### config.mk
export PLATFORM = sky130hd
export DESIGN_NAME = ordered_integer_set_table
export DESIGN_NICKNAME = d
export VERILOG_FILES = /design/src/hdl/oist_pkg.sv /design/src/hdl/oist_ctrl.sv /design/src/hdl/oist_dp.sv /design/src/hdl/ordered_integer_set_table.sv
export SDC_FILE = /design/constraint.sdc
export NUM_CORES = 1
export LEC_CHECK = 0
export BUFFER_PORTS_ARGS = -buffer_cell sky130_fd_sc_hd__buf_4
export CAP_MARGIN = 20
export CORE_ASPECT_RATIO = 0.7
export CORE_UTILIZATION = 64
export CTS_CLUSTER_SIZE = 30
export DETAILED_ROUTE_END_ITERATION = 7
export HOLD_SLACK_MARGIN = 0.12
export MAX_ROUTING_LAYER = met4
export PLACE_DENSITY = 0.88
export RECOVER_POWER = 50
export SLEW_MARGIN = 25
export SYNTH_ARGS = -nofsm -noshare
export SYNTH_HDL_FRONTEND = slang
export SYNTH_SLANG_ARGS = --single-unit
### constraint.sdc
create_clock -name i_clk -period 5.15 [get_ports i_clk]
set_input_delay 0.7725 -clock i_clk [delete_from_list [all_inputs] [get_ports i_clk]]
set_output_delay 0.7725 -clock i_clk [all_outputs]
set_load 0.01 [all_outputs]
### src/hdl/oist_pkg.sv
package oist_pkg;

    localparam int CAPACITY_DEF = 16;

    localparam logic [1:0] FUNC_INSERT = 2'd0;
    localparam logic [1:0] FUNC_REMOVE = 2'd1;
    localparam logic [1:0] FUNC_QUERY  = 2'd2;

    localparam logic [2:0] ST_DONE   = 3'd0;
    localparam logic [2:0] ST_NEG    = 3'd1;
    localparam logic [2:0] ST_DUP    = 3'd2;
    localparam logic [2:0] ST_FULL   = 3'd3;
    localparam logic [2:0] ST_ABSENT = 3'd4;

    typedef struct packed {
        logic [1:0]         func;
        logic signed [31:0] value;
    } t_in_item;

    typedef struct packed {
        logic [2:0] status;
        logic       member;
        logic [4:0] count;
    } t_out_item;

    // Commands from the controller to the datapath.
    typedef struct packed {
        logic load;
        logic compare;
        logic execute;
    } t_dp_cmd;

endpackage

### src/hdl/oist_ctrl.sv
module oist_ctrl (
    input  logic             i_clk,
    input  logic             i_rst_n,
    input  logic             i_in_valid,
    output logic             o_in_ready,
    output logic             o_out_valid,
    input  logic             i_out_ready,
    output oist_pkg::t_dp_cmd o_cmd
);
    import oist_pkg::*;

    typedef enum logic [2:0] {
        S_IDLE = 3'b001,
        S_CMP  = 3'b010,
        S_EXE  = 3'b100
    } t_state;

    t_state r_state;
    t_state n_state;
    logic   r_out_valid;
    logic   n_out_valid;
    logic   out_free;
    logic   fire;
    logic   take;

    assign out_free   = !r_out_valid || i_out_ready;
    assign fire       = (r_state == S_EXE) && out_free;
    assign o_in_ready = (r_state == S_IDLE) || fire;
    assign take       = i_in_valid && o_in_ready;

    always_comb begin
        n_state = r_state;
        unique case (r_state)
            S_IDLE: begin
                if (take) begin
                    n_state = S_CMP;
                end
            end
            S_CMP: begin
                n_state = S_EXE;
            end
            S_EXE: begin
                if (fire) begin
                    n_state = take ? S_CMP : S_IDLE;
                end
            end
            default: begin
                n_state = S_IDLE;
            end
        endcase
    end

    always_comb begin
        n_out_valid = r_out_valid;
        if (fire) begin
            n_out_valid = 1'b1;
        end else if (i_out_ready) begin
            n_out_valid = 1'b0;
        end
    end

    always_ff @(posedge i_clk) begin
        if (!i_rst_n) begin
            r_state     <= S_IDLE;
            r_out_valid <= 1'b0;
        end else begin
            r_state     <= n_state;
            r_out_valid <= n_out_valid;
        end
    end

    assign o_out_valid   = r_out_valid;
    assign o_cmd.load    = take;
    assign o_cmd.compare = (r_state == S_CMP);
    assign o_cmd.execute = fire;

    a_state_onehot: assert property (@(posedge i_clk) disable iff (!i_rst_n)
        $onehot(r_state))
        else $error("controller state is not one-hot");

endmodule

### src/hdl/oist_dp.sv
module oist_dp #(
    parameter int CAPACITY = oist_pkg::CAPACITY_DEF
) (
    input  logic                i_clk,
    input  logic                i_rst_n,
    input  oist_pkg::t_dp_cmd   i_cmd,
    input  oist_pkg::t_in_item  i_in_data,
    output oist_pkg::t_out_item o_out_data
);
    import oist_pkg::*;

    localparam int CW = $clog2(CAPACITY + 1);

    logic [1:0]          r_func;
    logic [30:0]         r_key;
    logic                r_neg;
    logic [30:0]         r_entries [CAPACITY];
    logic [CW-1:0]       r_count;
    logic [CW-1:0]       n_count;
    logic [CAPACITY-1:0] r_hit;
    logic [CAPACITY-1:0] n_hit;
    logic [CAPACITY-1:0] first;
    logic [CAPACITY-1:0] upper;
    logic                found;
    logic                full;
    logic                do_insert;
    logic                do_remove;
    logic [2:0]          status;
    t_out_item           r_out;

    // Match of every live slot against the key; negative keys never match.
    always_comb begin
        for (int i = 0; i < CAPACITY; i++) begin
            n_hit[i] = !r_neg && (CW'(i) < r_count) && (r_entries[i] == r_key);
        end
    end

    assign found = |r_hit;
    assign first = r_hit & (~r_hit + 1'b1);
    // Slots at and above the match move down on a remove.
    assign upper = ~(first - 1'b1);
    assign full  = (r_count == CW'(CAPACITY));

    always_comb begin
        do_insert = 1'b0;
        do_remove = 1'b0;
        n_count   = r_count;
        case (r_func)
            FUNC_INSERT: begin
                if (r_neg) begin
                    status = ST_NEG;
                end else if (found) begin
                    status = ST_DUP;
                end else if (full) begin
                    status = ST_FULL;
                end else begin
                    status    = ST_DONE;
                    do_insert = 1'b1;
                    n_count   = r_count + 1'b1;
                end
            end
            FUNC_REMOVE: begin
                if (found) begin
                    status    = ST_DONE;
                    do_remove = 1'b1;
                    n_count   = r_count - 1'b1;
                end else begin
                    status = ST_ABSENT;
                end
            end
            default: begin
                status = found ? ST_DONE : ST_ABSENT;
            end
        endcase
    end

    always_ff @(posedge i_clk) begin
        if (i_cmd.load) begin
            r_func <= i_in_data.func;
            r_key  <= i_in_data.value[30:0];
            r_neg  <= i_in_data.value[31];
        end
        if (i_cmd.execute) begin
            r_out.status <= status;
            r_out.member <= found;
            r_out.count  <= 5'(n_count);
        end
    end

    always_ff @(posedge i_clk) begin
        if (!i_rst_n) begin
            r_hit   <= '0;
            r_count <= '0;
            for (int i = 0; i < CAPACITY; i++) begin
                r_entries[i] <= '0;
            end
        end else begin
            if (i_cmd.compare) begin
                r_hit <= n_hit;
            end
            if (i_cmd.execute) begin
                r_count <= n_count;
                // Slots above the count hold zero; the top slot shifts in a zero.
                for (int i = 0; i < CAPACITY; i++) begin
                    if (do_insert && (CW'(i) == r_count)) begin
                        r_entries[i] <= r_key;
                    end else if (do_remove && upper[i]) begin
                        r_entries[i] <= (i + 1 < CAPACITY) ? r_entries[(i + 1) % CAPACITY]
                                                           : '0;
                    end
                end
            end
        end
    end

    assign o_out_data = r_out;

    a_hit_unique: assert property (@(posedge i_clk) disable iff (!i_rst_n)
        $onehot0(r_hit))
        else $error("stored value matched in more than one slot");

    a_count_range: assert property (@(posedge i_clk) disable iff (!i_rst_n)
        r_count <= CW'(CAPACITY))
        else $error("stored count above capacity");

    a_count_step: assert property (@(posedge i_clk) disable iff (!i_rst_n)
        $past(i_rst_n) |-> (r_count == $past(r_count)
                            || r_count == $past(r_count) + 1'b1
                            || r_count + 1'b1 == $past(r_count)))
        else $error("stored count moved by more than one");

endmodule

### src/hdl/ordered_integer_set_table.sv
// Ordered set of distinct non-negative 32-bit integers kept in insertion order in
// CAPACITY register slots. Each input beat asks to insert (func 0), remove (func 1)
// or look up (func 2 or 3) a value and yields exactly one output beat with a status
// (0 done, 1 negative refused, 2 already present, 3 table full, 4 not present), a
// flag telling whether the value was stored before the beat, and the count after it
// (modulo 32). A remove closes the gap by moving later entries down one slot. The
// store is empty after reset. A compare step matches the key against every slot and
// registers the match vector; an execute step, held while an untaken result waits,
// updates the slots and loads the output register. A new beat is taken as the execute
// step fires, and also while the previous result waits in the output register.
module ordered_integer_set_table #(
    parameter int CAPACITY = oist_pkg::CAPACITY_DEF
) (
    input  logic                i_clk,
    input  logic                i_rst_n,
    input  logic                i_in_valid,
    output logic                o_in_ready,
    input  oist_pkg::t_in_item  i_in_data,
    output logic                o_out_valid,
    input  logic                i_out_ready,
    output oist_pkg::t_out_item o_out_data
);
    import oist_pkg::*;

    t_dp_cmd cmd;

    oist_ctrl u_ctrl (
        .i_clk       (i_clk),
        .i_rst_n     (i_rst_n),
        .i_in_valid  (i_in_valid),
        .o_in_ready  (o_in_ready),
        .o_out_valid (o_out_valid),
        .i_out_ready (i_out_ready),
        .o_cmd       (cmd)
    );

    oist_dp #(
        .CAPACITY (CAPACITY)
    ) u_dp (
        .i_clk      (i_clk),
        .i_rst_n    (i_rst_n),
        .i_cmd      (cmd),
        .i_in_data  (i_in_data),
        .o_out_data (o_out_data)
    );

endmodule
======== After elaboration in Yosys (flattened, before gate mapping) ========
Memories as Yosys holds them, arrays and structs flattened.
Index checks and enable logic that the tools add are counted.
W data, S select, Z words.
operators by class
  add/sub/neg operators ................... 4
  muxes and demuxes ....................... 199
  equality and inequality tests ........... 38
  order comparisons ....................... 16
  reductions and logical operators ........ 75
  bitwise gates (word level) .............. 35
operators by type and width
  operator                 count
  $mux W31                 32
  $eq A31 B31 Y1           16
  $mux W1                  153
  $logic_and A1 B1 Y1      66
  $eq A4 B5 Y1 const A     8
  $lt A4 B5 Y1 const A     8
  $not A16 Y16             2
  $or A1 B1 Y1             32
  $eq A3 B5 Y1 const A     4
  $lt A3 B5 Y1 const A     4
  $mux W5                  4
  $mux W3                  6
  $add A16 B1 Y16 const B  1
  $and A16 B16 Y16         1
  $reduce_or A16 Y1        1
  $sub A16 B1 Y16 const B  1
  $eq A2 B5 Y1 const A     2
  $lt A1 B5 Y1 const A     2
  $lt A2 B5 Y1 const A     2
  $pmux W5 S2              1
  $pmux W3 S3              1
  $add A5 B1 Y5 const B    1
  $eq A1 B5 Y1 const A     1
  $eq A5 B5 Y1 const B     1
  13 further kinds         17
storage, ports and cells
  output and inout port bits .............. 11
  memories kept ........................... 1
  logic and storage cells ................. 378
  bits in writable memories ............... 496
  register bits ........................... 68
memories
  name            depth  width  read ports  clocked after Yosys merged registers in  wr ports  line           source
  u_dp.r_entries  16     31     16          0                                        16        oist_dp.sv:17  logic [30:0] r_entries [CAPACITY];

======== Longest topological paths before layout ========
Gate-level depths: netlist (run 1).
  depth in word-level cells ............... 12
  depth in mapped cells ................... 10

======== Hierarchy ========
Synthesis (run 1) repeated with hierarchy kept, for this count alone.
second synthesis, totals
  cells, all modules ...................... 2307
  area total of the unflattened synthesis .. 29196.8 µm²
by module, submodules not included
  module     sequential area each (µm²)  times used  cells each  area an instance (µm²)
  oist_dp    16605.9                     1           2283        28944.0
  oist_ctrl  80.1                        1           24          252.7

======== Least setup slack after synthesis (run 1) ========
OpenSTA, ideal clock, no wires.
  path type ............................... reg2reg
  start ................................... register u_dp.r_hit[0]
  end ..................................... memory u_dp.r_entries[15][0] (enable)
  slack ................................... 1.170 ns
  cell stages (with the launch flop) ...... 8
  arrival time ............................ 3.552 ns
  setup time .............................. 0.428 ns
  cells stage by stage .................... dfxtp_1 -> or4_1 -> buf_2 -> or3_4 -> buf_6 -> nor4_4 -> nand2_1 -> o211ai_1
RTL lines
  element                 line           source
  start, declared         oist_dp.sv:20  logic [CAPACITY-1:0] r_hit;
  start signal, assigned  oist_dp.sv:99  r_hit <= n_hit;
  end, declared           oist_dp.sv:17

==> results.md, run 1 <==
* Commonest non-fill, non-tap cells in the layout: edfxtp_1 (539), xnor2_1 (291), a22o_1 (284)
* Total number of yosys warnings at 0
* Total gr overflow at 0
* Slew @ Worst Pin at ~2.7 ns
* Final cell count without fillers at about 2.9k
* Number of diodes at 0
* Die X at between 200 and 300 um
* Final setup fails at 0
* Worst-path fanout max at 31
* H-tree depth at 2
* Post-synth ARST share at 0%
* Number of synthesized flops with an enable pin at 539
* Root buf cell: clkbuf_16
* Peak VDD IR at roughly 0.00025 V
* Initial antenna violation count at 0
* Post-place setup slack at 1.29 ns
* IO Pins at approximately 50
* Synth cell types at 61
* Cells after Synth at between 2k and 2.5k
* Dpl cells at roughly 2.8k
* CTS Buf Count at 52
* Sequential-to-total area share from yosys stat at between 50% and 60%
* Detail Route Antenna Nets at 0
* CTS tree: yes
* Syn_nets at ~2.4k
* Max Clock Freq at approximately 230 MHz
* Outcome: finished with violations
* Layout cells sized above 1 at 10.5%
* Critical path arrival at between 4 and 5 ns
* Clk_lat worst skew at 0.60 ns
* Vias after detailed routing at about 21k
* Drt first pass iters at 6
* Setup CP Type: flip-flop to flip-flop
* DRC viols at 0
* Slew Limit Fails at 228
* First-pass GRT wire length at roughly 130 mm
* CP endpoint kind: flip-flop
* Total core area at 44200 um^2
* Routed wire per std cell at 31.9 um
* Clock sink total at 564
* Yosys reg bits at 564
* Final wirelength at 93.4 mm
* GRT Resource Usage Total at 41.0%
* Area Overhead vs Synth at 8.83%
* Clk_skew at roughly 0.035 ns
* Starting Density at 65.7%
* DIE AREA at 46200 um^2
* CTS Hold Bufs at 0
* Fin crit share at about 85%
* RSZ-0062 raised after global routing: false
* Mean post-synth cell area at around 13 um^2
* Tightest Hold Check Type: primary input to flip-flop
* Slack of the critical path at ~0.77 ns
* Final Net Count at about 2.3k
* Max Cap Viol at 5
* Vias per inst at 7.32
* Clock transition at path regs at 0.06 ns
* Pwr/cell area at roughly 320 nW/um^2
* # Post-CTS Setup Buffers at 0
* Lkg Pwr at about 11 nW
* DP HPWL at about 65 mm
* Longest Clk Path Bufs at 3
* Synth Flop Type: edfxtp_1
* Initial DRC count at 3995
* Worst slew margin relative to its limit at -77.0%
* Vias in the first global route at slightly below 20k
* Failing checks: max-capacitance violations, max-slew violations
* Setup TNS at 0 ns
* Row Count at 64
* RD Place Congestion at between 1 and 1.5
* Post-cts sizing count at 0
* Reg-to-reg slack, setup at 0.77 ns
* Startpoint Class: flip-flop
* Largest net degree at the start of global routing at 95
* Most common cell after layout, fill and taps aside: edfxtp_1
* Chip height at 180 um
* Mapped cell area at 29000 um^2
* Worst Path Required at ~5.4 ns
* Final Hold Fails at 0
* Min cycle time layout at 4.38 ns
* Port-buffer cells at 48
## critical path, stage by stage (launching register included)
cell,delay [ns]
dfxtp_1,0.36
or4_1,0.74
nor3_4,0.67
and4_1,0.40
and3_1,0.19
clkbuf_1,1.03
or3_1,0.24
buf_4,0.38
## stage by stage
step	cell area, um^2	power [W]	hold slack [ns]	utilization [%]
after global routing	31600	0.0103	0.364	71.5
after global placement	30200	0.00646	0.453	68.2
after CTS	31800	0.0101	0.346	71.9
after floorplan	29000	0.00607	0.416	-
final	31600	0.0101	0.367	71.5
after detailed placement	30200	0.00649	0.457	68.3
## metal layers
| layer | GRT usage, % | wire [um] |
|---|---|---|
| met4 | 9.90 | 2220 |
| met5 | - | 0 |
| met3 | 18.0 | 18900 |
| met2 | 49.8 | 35700 |
| met1 | 61.5 | 36500 |
## Yosys cell counts (4+ instances only)
library cell,instances,area (um^2)
and2_1,4,25.0
nand3_1,46,230
xnor2_1,291,2550
edfxtp_1,539,16200
clkbuf_1,156,586
nor3_1,27,135
nand2_1,93,349
o2bb2ai_1,94,823
a22o_1,284,2490
a211oi_1,5,37.5
a31o_2,28,245
a21oi_1,16,80.1
or3_1,14,87.6
and3_1,37,231
nand2b_1,4,25.0
buf_2,51,255
xor2_1,208,1820
nor3_2,5,50.1
dfxtp_1,25,500
buf_1,15,56.3
o21ai_0,81,405
inv_1,9,33.8
nor4_1,71,444
nand4_1,85,532
nor2_1,62,233
ha_1,5,62.6
## worst paths after layout
check                 start              endpoint  cells past startpoint
max           u_dp.r_hit[0]  u_dp.r_entries[6][9]                      7
min           i_in_data[15]        u_dp.r_key[15]                      1
max reg2reg   u_dp.r_hit[0]  u_dp.r_entries[6][9]                      7
min reg2reg  u_dp.r_hit[15]        u_dp.r_hit[15]                      2
## where the power goes
part | internal, W | switching [W] | total (W)
clock network | 0.00196 | 0.00171 | 0.00367
logic | 0.000351 | 0.000639 | 0.000990
registers | 0.00524 | 0.000216 | 0.00546
total | 0.00755 | 0.00257 | 0.0101
## cell families after synthesis
kind of cell	share of synthesized area [%]
compound gates	14.9
xor+xnor	15.1
fa+ha+maj	0.215
buf+inv	3.30
flops	57.5
mux	0.0690
simple gates	8.97
## flip-flops by register name, indices dropped and copies added, names as in the netlist
name                count
u_dp.o_out_data         9
u_ctrl.r_state          3
u_dp.r_count            5
u_ctrl.o_out_valid      1
u_dp.r_key             31
u_dp.r_func             2
u_dp.r_entries        496
u_dp.r_hit             16
u_dp.r_neg              1
## final cells by class
type                            instances  area [um^2]
Sequential cell                       564        16700
Multi-Input combinational cell       1514        11500
Clock buffer                           65         1390
Clock inverter                         29          166
Tap cell                              594          743
Timing Repair Buffer                  156         1120
Inverter                                9         33.8
Fill cell                            2981        12600
Power figures use the tool's default switching activity.
==> run 2, diff against run 1 <==
SYNTH_HIERARCHICAL = 1   (was not set)
==> run 2 against run 1 <==
- the flow still finishes with violations (max-capacitance violations, max-slew violations)
- clock power up 7.1%
- synthesized cell count shrank 0.22%
- largest power group unchanged
- largest cell class unchanged
- first-iteration DRC count is 11% lower
- sequential power about the same
==> results.md, run 2 <==
* Largest Register: u_dp/r_entries
* Vias in the first global route at a little over 20k
* Detail Route Antenna Nets at 0
* Peak VDD IR at 0.000302 V
* Overall power after layout at between 0.01 and 0.015 W
* Final Hold Fails at 0
* Clock sink total at roughly 560
* Post-synthesis simple-gate area fraction at approximately 8.9%
* Cells after Synth at 2307
* Worst slew margin relative to its limit at -100%
* Post-cts sizing count at 0
* Max incr delay on CP at roughly 2.1 ns
* Mux contribution to synthesized area at less than 1%
* CTS Buf Count at 52
* DRC viols at 0
* Number of synthesized flops with an enable pin at between 500 and 600
* Clk_lat worst skew at roughly 0.61 ns
* Min-Delay Path Depth at 1
* Worst Path Required at ~5.5 ns
* Syn_nets at approximately 2.4k
* Complex-gate fraction of the synthesized area at between 10% and 20%
* Setup CP Type: primary input to flip-flop
* Mean post-synth cell area at between 10 and 15 um^2
* IO Pins at around 50
* Mapped cell area at roughly 30000 um^2
* Layout cells sized above 1 at a little under 10%
* Cell with the most instances after synthesis: edfxtp_1
* Worst Hold Launch: i_in_data[5]
* RD Place Congestion at around 1.0
* Initial DRC count at about 3.6k
* RSZ-0062 raised after global routing: false
* Top cells by count, synth: edfxtp_1 (539), a22o_1 (279), xnor2_1 (259)
* Row Count at 65
* Max Clock Freq at about 220 MHz
* Drt first pass iters at 8
* Post-synth ARST share at 0%
* Slew Limit Fails at just over 100
* First-pass GRT wire length at between 100 and 150 mm
* # Post-CTS Setup Buffers at 0
* R2r worst-path depth at 8
* Port-buffer cells at 48
* Chip height at roughly 180 um
* Area Overhead vs Synth at 8.25%
* Min cycle time layout at around 4.5 ns
* Final Hold Slack at ~0.36 ns
* Clk_skew at a little over 0.04 ns
* Starting Density at between 60% and 70%
* DIE AREA at around 46000 um^2
* Main area contributors after synthesis: edfxtp_1 (55%), a22o_1 (8.4%), xnor2_1 (7.8%), xor2_1 (7.1%), o2bb2ai_1 (3.7%)
* Slew @ Worst Pin at ~3 ns
* Largest family of logic cells by synthesized area: compound AO/OA/AOI/OAI gates
* Area leader, netlist: edfxtp_1
* Slowest CP cell: clkbuf_1
* Cell family with most CP delay: buffers and inverters
* Total core area at 45100 um^2
* Vias per inst at about 7.4
* R2R Path Start: u_ctrl/r_state[0]
* Synth cell types at 72
* Crit path from: i_rst_n
* CP bufs+invs at 2
* Yosys reg bits at between 500 and 600
* Sequential-to-total area share from yosys stat at around 57%
* Placed Area at between 30000 and 40000 um^2
* Adder-Cell Fraction of Synth Area at less than 1%
* CTS tree: yes
* Lkg Pwr at between 10 and 15 nW
* Crit path depth at 4
* Startpoint Class: primary input
* Synth Flop Type: edfxtp_1
* Most common cell after layout, fill and taps aside: edfxtp_1
* Post-synthesis xor/xnor area fraction at between 10% and 20%
* CP endpoint kind: flip-flop
* Vias after detailed routing at 21.5k
* Clock transition at path regs at approximately 0.06 ns
* Die X at around 260 um
* DP HPWL at 62.5 mm
* Failing checks: max-capacitance violations, max-slew violations
* GRT Resource Usage Total at around two fifths
* Setup TNS at 0 ns
* CTS Hold Bufs at 0
* Top cell type's share of synthesized area at about 55%
* Final setup fails at 0
* Fin crit share at between 80% and 90%
* Final Net Count at 2311
* Max reg flops at 496
* Largest net degree at the start of global routing at 67
* Total gr overflow at 0
* Longest Clk Path Bufs at 3
* Outcome: finished with violations
* Initial antenna violation count at 1
* Commonest non-fill, non-tap cells in the layout: edfxtp_1 (539), a22o_1 (279), xnor2_1 (259)
* Top flop regs: u_dp/r_entries: 496 flops, u_dp/r_key: 31 flops, u_dp/r_hit: 16 flops
* Post-route cell area at 31600 um^2
* Root buf cell: clkbuf_16
* Pwr/cell area at approximately 330 nW/um^2
* Final wirelength at slightly above 90 mm
* Worst-path fanout max at between 60 and 70
* Worst-path cell chain: buf_4 > clkbuf_1 > nand2_1 > o21ai_0
* Routed wire per std cell at around 31 um
* H-tree depth at 2
* Tightest Hold Check Type: primary input to flip-flop
* Critical path arrival at 4.88 ns
* Max Cap Viol at 2
* Total number of yosys warnings at 6
## run 2: changes by cell type in the layout (fill, tap and decap cells not counted), moves of 30 or more
| cell | delta |
|---|---|
| nor2_1 | -30 |
| xnor2_1 | -32 |
| nand3_1 | +36 |
| o2bb2ai_1 | +30 |
| nand2_1 | -40 |
## run 2: cell type report
| cell class | count | area (um^2) |
|---|---|---|
| antenna | 1 | 2.50 |
| clock buffer | 70 | 1430 |
| clock inverter | 25 | 259 |
| fill | 3062 | 13500 |
| inverter | 14 | 52.6 |
| multi-input combinational | 1495 | 11400 |
| sequential | 564 | 16700 |
| tap | 603 | 754 |
| timing repair buffer | 141 | 995 |
## run 2: per-stage QoR
step	cells	setup WS, ns	utilization [%]
after floorplan	2307	1.28	-
after global placement	2816	1.25	66.6
after detailed placement	2816	1.10	66.6
after CTS	2911	1.14	70.4
after global routing	2913	0.479	70.1
final	2913	0.661	70.1
## run 2: layer usage
layer | track usage [%] | routed length (um) | share of wire, %
met5 | - | 0 | 0
met4 | 10.6 | 2710 | 3.0
met3 | 16.2 | 17100 | 19
met2 | 51.6 | 36200 | 40
met1 | 57.8 | 34900 | 38
## run 2: kinds of logic (layout without fill, tap and decap cells)
group           Yosys count  in the layout
compound gates          541            541
xor+xnor                495            495
fa+ha+maj                 5              5
buf+inv                 248            250
flops                   564            564
mux                       1              1
other cells               0              1
simple gates            453            453
## run 2: path summary, 6_finish.rpt
check / slack, ns / end
max: 0.66 / u_dp/r_entries[1][67]
min: 0.36 / u_dp/r_key[5]
max reg2reg: 0.76 / u_dp/r_entries[0][197]
min reg2reg: 0.48 / u_dp/r_hit[6]
## run 2: where the power goes
part           switching [W]  internal, W  total (W)
Combinational       0.000628     0.000322   0.000950
Sequential          0.000238      0.00524    0.00548
Clock                0.00173      0.00220    0.00393
